`src/rtl/core/shcl_pkg.sv`:
```
`timescale 1ns / 1ps
package shcl_pkg;

  localparam int unsigned BlockBytes = 64;
  localparam int unsigned HashWords  = 8;
  localparam int unsigned Rounds     = 64;

  // Chain head after reset: SHA-256 of 64 zero bytes.
  localparam logic [255:0] GenesisHash =
    256'hf5a5fd42d16a20302798ef6ed309979b43003d2320d9f0e8ea9831a92759fb4b;

  localparam logic [255:0] InitialH =
    256'h6a09e667bb67ae853c6ef372a54ff53a510e527f9b05688c1f83d9ab5be0cd19;

  typedef enum logic [2:0] {
    ST_IDLE,
    ST_HDR,
    ST_WAIT,
    ST_PAD,
    ST_FIN,
    ST_OUT
  } state_t;

  typedef struct packed {
    logic start;
    logic busy;
  } comp_ctl_t;

  function automatic logic [31:0] round_k(input logic [5:0] i);
    logic [31:0] k;
    begin
      case (i)
        6'd0: k = 32'h428a2f98; 6'd1: k = 32'h71374491; 6'd2: k = 32'hb5c0fbcf;
        6'd3: k = 32'he9b5dba5; 6'd4: k = 32'h3956c25b; 6'd5: k = 32'h59f111f1;
        6'd6: k = 32'h923f82a4; 6'd7: k = 32'hab1c5ed5; 6'd8: k = 32'hd807aa98;
        6'd9: k = 32'h12835b01; 6'd10: k = 32'h243185be; 6'd11: k = 32'h550c7dc3;
        6'd12: k = 32'h72be5d74; 6'd13: k = 32'h80deb1fe; 6'd14: k = 32'h9bdc06a7;
        6'd15: k = 32'hc19bf174; 6'd16: k = 32'he49b69c1; 6'd17: k = 32'hefbe4786;
        6'd18: k = 32'h0fc19dc6; 6'd19: k = 32'h240ca1cc; 6'd20: k = 32'h2de92c6f;
        6'd21: k = 32'h4a7484aa; 6'd22: k = 32'h5cb0a9dc; 6'd23: k = 32'h76f988da;
        6'd24: k = 32'h983e5152; 6'd25: k = 32'ha831c66d; 6'd26: k = 32'hb00327c8;
        6'd27: k = 32'hbf597fc7; 6'd28: k = 32'hc6e00bf3; 6'd29: k = 32'hd5a79147;
        6'd30: k = 32'h06ca6351; 6'd31: k = 32'h14292967; 6'd32: k = 32'h27b70a85;
        6'd33: k = 32'h2e1b2138; 6'd34: k = 32'h4d2c6dfc; 6'd35: k = 32'h53380d13;
        6'd36: k = 32'h650a7354; 6'd37: k = 32'h766a0abb; 6'd38: k = 32'h81c2c92e;
        6'd39: k = 32'h92722c85; 6'd40: k = 32'ha2bfe8a1; 6'd41: k = 32'ha81a664b;
        6'd42: k = 32'hc24b8b70; 6'd43: k = 32'hc76c51a3; 6'd44: k = 32'hd192e819;
        6'd45: k = 32'hd6990624; 6'd46: k = 32'hf40e3585; 6'd47: k = 32'h106aa070;
        6'd48: k = 32'h19a4c116; 6'd49: k = 32'h1e376c08; 6'd50: k = 32'h2748774c;
        6'd51: k = 32'h34b0bcb5; 6'd52: k = 32'h391c0cb3; 6'd53: k = 32'h4ed8aa4a;
        6'd54: k = 32'h5b9cca4f; 6'd55: k = 32'h682e6ff3; 6'd56: k = 32'h748f82ee;
        6'd57: k = 32'h78a5636f; 6'd58: k = 32'h84c87814; 6'd59: k = 32'h8cc70208;
        6'd60: k = 32'h90befffa; 6'd61: k = 32'ha4506ceb; 6'd62: k = 32'hbef9a3f7;
        default: k = 32'hc67178f2;
      endcase
      return k;
    end
  endfunction

endpackage

```
`src/rtl/core/shcl_compress.sv`:
```
`timescale 1ns / 1ps
// One SHA-256 round per cycle; message schedule in a 16-word sliding window.
module shcl_compress (
  input  logic                   clk,
  input  logic                   rst,
  input  logic                   start,
  input  logic [511:0]           block,
  input  logic [255:0]           h_in,
  output logic [255:0]           h_out,
  output logic                   busy
);

  logic [31:0] w [16];
  logic [31:0] v [8];
  logic [31:0] h [8];
  logic [5:0]  rnd;
  logic [31:0] w_new, s0, s1, e1, ch, a0, maj, t1, t2;

  function automatic logic [31:0] rotr(input logic [31:0] x, input int n);
    return (x >> n) | (x << (32 - n));
  endfunction

  always_comb begin
    s0    = rotr(w[1], 7) ^ rotr(w[1], 18) ^ (w[1] >> 3);
    s1    = rotr(w[14], 17) ^ rotr(w[14], 19) ^ (w[14] >> 10);
    w_new = w[0] + s0 + w[9] + s1;
    e1    = rotr(v[4], 6) ^ rotr(v[4], 11) ^ rotr(v[4], 25);
    ch    = (v[4] & v[5]) ^ (~v[4] & v[6]);
    t1    = v[7] + e1 + ch + shcl_pkg::round_k(rnd) + w[0];
    a0    = rotr(v[0], 2) ^ rotr(v[0], 13) ^ rotr(v[0], 22);
    maj   = (v[0] & v[1]) ^ (v[0] & v[2]) ^ (v[1] & v[2]);
    t2    = a0 + maj;
  end

  always_ff @(posedge clk) begin
    if (rst) begin
      busy <= 1'b0;
      rnd  <= '0;
    end else if (start) begin
      busy <= 1'b1;
      rnd  <= '0;
    end else if (busy) begin
      rnd <= rnd + 6'd1;
      if (rnd == 6'(shcl_pkg::Rounds - 1)) busy <= 1'b0;
    end
  end

  always_ff @(posedge clk) begin
    if (start) begin
      for (int i = 0; i < 16; i++) w[i] <= block[511 - 32*i -: 32];
      for (int i = 0; i < 8; i++) begin
        v[i] <= h_in[255 - 32*i -: 32];
        h[i] <= h_in[255 - 32*i -: 32];
      end
    end else if (busy) begin
      for (int i = 0; i < 15; i++) w[i] <= w[i+1];
      w[15] <= w_new;
      v[7] <= v[6]; v[6] <= v[5]; v[5] <= v[4]; v[4] <= v[3] + t1;
      v[3] <= v[2]; v[2] <= v[1]; v[1] <= v[0]; v[0] <= t1 + t2;
      if (rnd == 6'(shcl_pkg::Rounds - 1)) begin
        h[7] <= h[7] + v[6]; h[6] <= h[6] + v[5]; h[5] <= h[5] + v[4];
        h[4] <= h[4] + v[3] + t1; h[3] <= h[3] + v[2]; h[2] <= h[2] + v[1];
        h[1] <= h[1] + v[0]; h[0] <= h[0] + t1 + t2;
      end
    end
  end

  assign h_out = {h[0], h[1], h[2], h[3], h[4], h[5], h[6], h[7]};

`ifndef ASSERT_OFF
  a_no_restart: assert property (@(posedge clk) disable iff (rst) busy |-> !start)
    else $error("compress restarted while busy");
  a_round_zero: assert property (@(posedge clk) disable iff (rst) start |=> rnd == 6'd0)
    else $error("round counter not cleared");
  a_done: assert property (@(posedge clk) disable iff (rst)
      (busy && rnd == 6'd63) |=> !busy)
    else $error("compress overran");
`endif

endmodule

```
`config.mk`:
```
export PLATFORM = sky130hd
export DESIGN_NAME = shcl_compress
export DESIGN_NICKNAME = d
export VERILOG_FILES = /design/src/rtl/core/shcl_pkg.sv /design/src/rtl/core/shcl_compress.sv
export SDC_FILE = /design/constraint.sdc
export NUM_CORES = 2
export LEC_CHECK = 0
export BUFFER_PORTS_ARGS = -buffer_cell sky130_fd_sc_hd__buf_4
export CAP_MARGIN = 0
export CORE_AREA = 4 4 399 401
export CTS_CLUSTER_DIAMETER = 30
export DETAILED_ROUTE_END_ITERATION = 7
export DIE_AREA = 0 0 403 405
export GPL_TIMING_DRIVEN = 1
export PLACE_DENSITY = 0.69
export SETUP_SLACK_MARGIN = 0.1
export SYNTH_ARGS = -nofsm -noshare
export SYNTH_HDL_FRONTEND = slang
export SYNTH_SLANG_ARGS = --single-unit
```
`constraint.sdc`:
```
create_clock -name clk -period 17.25 [get_ports clk]
set_input_delay 1.725 -clock clk [delete_from_list [all_inputs] [get_ports clk]]
set_output_delay 1.725 -clock clk [all_outputs]
set_load 0.05 [all_outputs]
```
==> flow_summary.ini <==
[logic_synthesis]
synth_async_sr_flop_share_pct = 0
synth.cell_area_um2 = 73100
synth_flop_cell = edfxtp_1
synth_cell_types = 84
synth_top_area_cell = edfxtp_1
synth_enable_flop_cells = 1024
mappedNetlistNets = 9076
synth_seq_area_share_pct = 43.1
ys_ff_latch = 1063
synth.avg_cell_area_um2 = 9.55
synth_area_leaders = edfxtp_1 (42%), nand2_1 (11%), ha_1 (7.2%)
netlist_instances = 7658
yosysWarnings = 0
synth_top_area_share_pct = 42.0

[setup_path]
cp.required_ns = 17.83
worst_path_most_repeated_cell = fa_1
start_kind = flop
arrival_ns = 9.67
cp_slowest_stage_delay_ns = 0.52
cp_max_fo = 6
path_buf_inv = 4
path_class = flop to flop
slowest_stage = edfxtp_1
endpoint_kind = flop
cp_top_family = compound AO/OA/AOI/OAI gates

[floorplan]
rows = 145
ios = 1028
start_util_pct = 47.0
die_w_um = 403
die_area_um2 = 163000
core_area_um2 = 156000
die_h_um = 405

[clock_network]
postCtsSetupBuffers = 0
cts_hold_buf = 0
clock-sinks = 1063
cts_buffer_depth = 4
path_clk_slew_ns = 0.05
htreeDepth = 5
cts_made_buffers = 294
root_buffer = clkbuf_16
cts_tree = yes
post_cts_resized = 0
clock_latency_ns = 0.93

[sta]
rsz0062_at_grt = false
skew_ns = 0.0764
fmax_ghz = 0.110
hold_violations = 0
fin_crit_ns = 9.09
final.period_utilization_pct = 52.7
final-setup-viol-count = 0
slew_headroom_pct = 22.2
finalWorstSetupSlack_ns = 8.16
finalMaxSlewViolations = 0
fin_setup_tns_ns = 0
worstMarginPinSlew_ns = 1.17

[global_route]
grt_pass1_vias = 62400
grt_overflow = 0
antenna_found_initial = 47
grt_pass1_wl_mm = 423
track_usage_pct = 35.4
grt_start_max_net_pins = 205

[layout]
final_nets = 10100
layout_commonest_cell = nand2_1
stdcell_count = 11000
fill_cells = 13200
finalInstanceArea_um2 = 92500
final_layout_size_suffix_gt1_share_pct = 19.9
area_delta_synth_final_pct = 26.4
mostFrequentLayoutCells = nand2_1 (2157), buf_4 (1083), edfxtp_1 (1024), o21ai_0 (454), ha_1 (420)

[placed_design]
place_hpwl_mm = 232
placed_area_um2 = 82700
gp_congestion = 0.984
dp_cells = 10500
place.port_buffers = 1027
place_ws_ns = 8.36

[route]
wire_per_inst_um = 27.1
ant_nets = 0
vias = 63700
routed_wl_mm = 298
viasPerCell = 5.79
drt_iter0_drc = 6585
drt_pass1_iterations = 8
drc_errors = 0

[min_path]
hp-class = flop to flop

[outcome]
status = complete, no violations

[flow_run]
drv_cap = 0
==> cell usage after synthesis, types with 54 or more instances <==
master and number:
nand2_1 2160, edfxtp_1 1024, o21ai_0 454, ha_1 420, xnor2_1 412, a21oi_1 376, inv_1 364, clkbuf_1 318
nor2_1 259, fa_1 227, xor2_1 203, mux2_2 201, a21o_1 181, nand3_1 96, nor3_1 85, o21ai_1 82
a211oi_1 68, o21a_1 56, nand2b_1 54
==> stage by stage <==
| step | hold slack, ns | utilization [%] |
|---|---|---|
| 6_report | 0.488 | 59.4 |
| 3_3_place_gp | 0.487 | 53.1 |
| 5_1_grt | 0.508 | 59.4 |
| 2_1_floorplan | 0.484 | - |
| 4_1_cts | 0.494 | 59.3 |
| 3_5_place_dp | 0.490 | 53.1 |
==> final timing paths <==
kind                      startpoint                 end  slack, ns  cells after the start
setup / recovery  v[1][26]$_DFFE_PP_  h[1][29]$_DFFE_PP_       8.16                     32
hold reg to reg    w[2][9]$_DFFE_PP_   w[1][9]$_DFFE_PP_       0.49                      2
setup reg to reg  v[1][26]$_DFFE_PP_  h[1][29]$_DFFE_PP_       8.16                     32
hold / removal     w[2][9]$_DFFE_PP_   w[1][9]$_DFFE_PP_       0.49                      2
==> area by class of cell <==
type                            count  area (um2)  area share [%]
Antenna cell                       37        92.6           0.100
Tap cell                         2058        2570            2.79
Clock buffer                      346        7850            8.49
Multi-Input combinational cell   5883       39000            42.2
Clock inverter                    172        1840            1.99
Sequential cell                  1063       31500            34.1
Timing Repair Buffer             1087        8210            8.87
Inverter                          367        1380            1.49
==> layer usage <==
| layer | share of wire (%) | up-vias | wire, um | global-route usage, % |
|---|---|---|---|---|
| met2 | 48 | 3186 | 143000 | 58.5 |
| met1 | 38 | 31000 | 112000 | 42.7 |
| met3 | 8.7 | 697 | 26000 | 8.53 |
| li1 | - | 28900 | - | - |
| met5 | 0.0070 | - | 21 | 0 |
| met4 | 5.9 | 4 | 17600 | 19.4 |
==> tightest hold or removal path, cell delays in order (launching register included) <==
cell and delay [ns]:
edfxtp_1 0.32, nand2_1 0.05, nand2_1 0.05
==> logic make-up after synthesis <==
kind of cell | count (synthesis) | synth area share [%]
buffers and inverters | 712 | 3.67
adder cells (fa/ha/maj) | 678 | 13.8
AO/OA/AOI/OAI | 1558 | 13.2
XOR/XNOR | 616 | 7.39
multiplexers | 208 | 3.19
flip-flops | 1063 | 43.1
AND/OR/NAND/NOR | 2823 | 15.6
==> registers in the layout (all words and copies together), names as in the netlist, named ones only <==
name	flops
w	512
h	256
v	256
rnd	6
busy	1
Power is left out: the tool's default activity adds up to more than one toggle a clock period on the data nets, which glitch-free logic cannot reach.
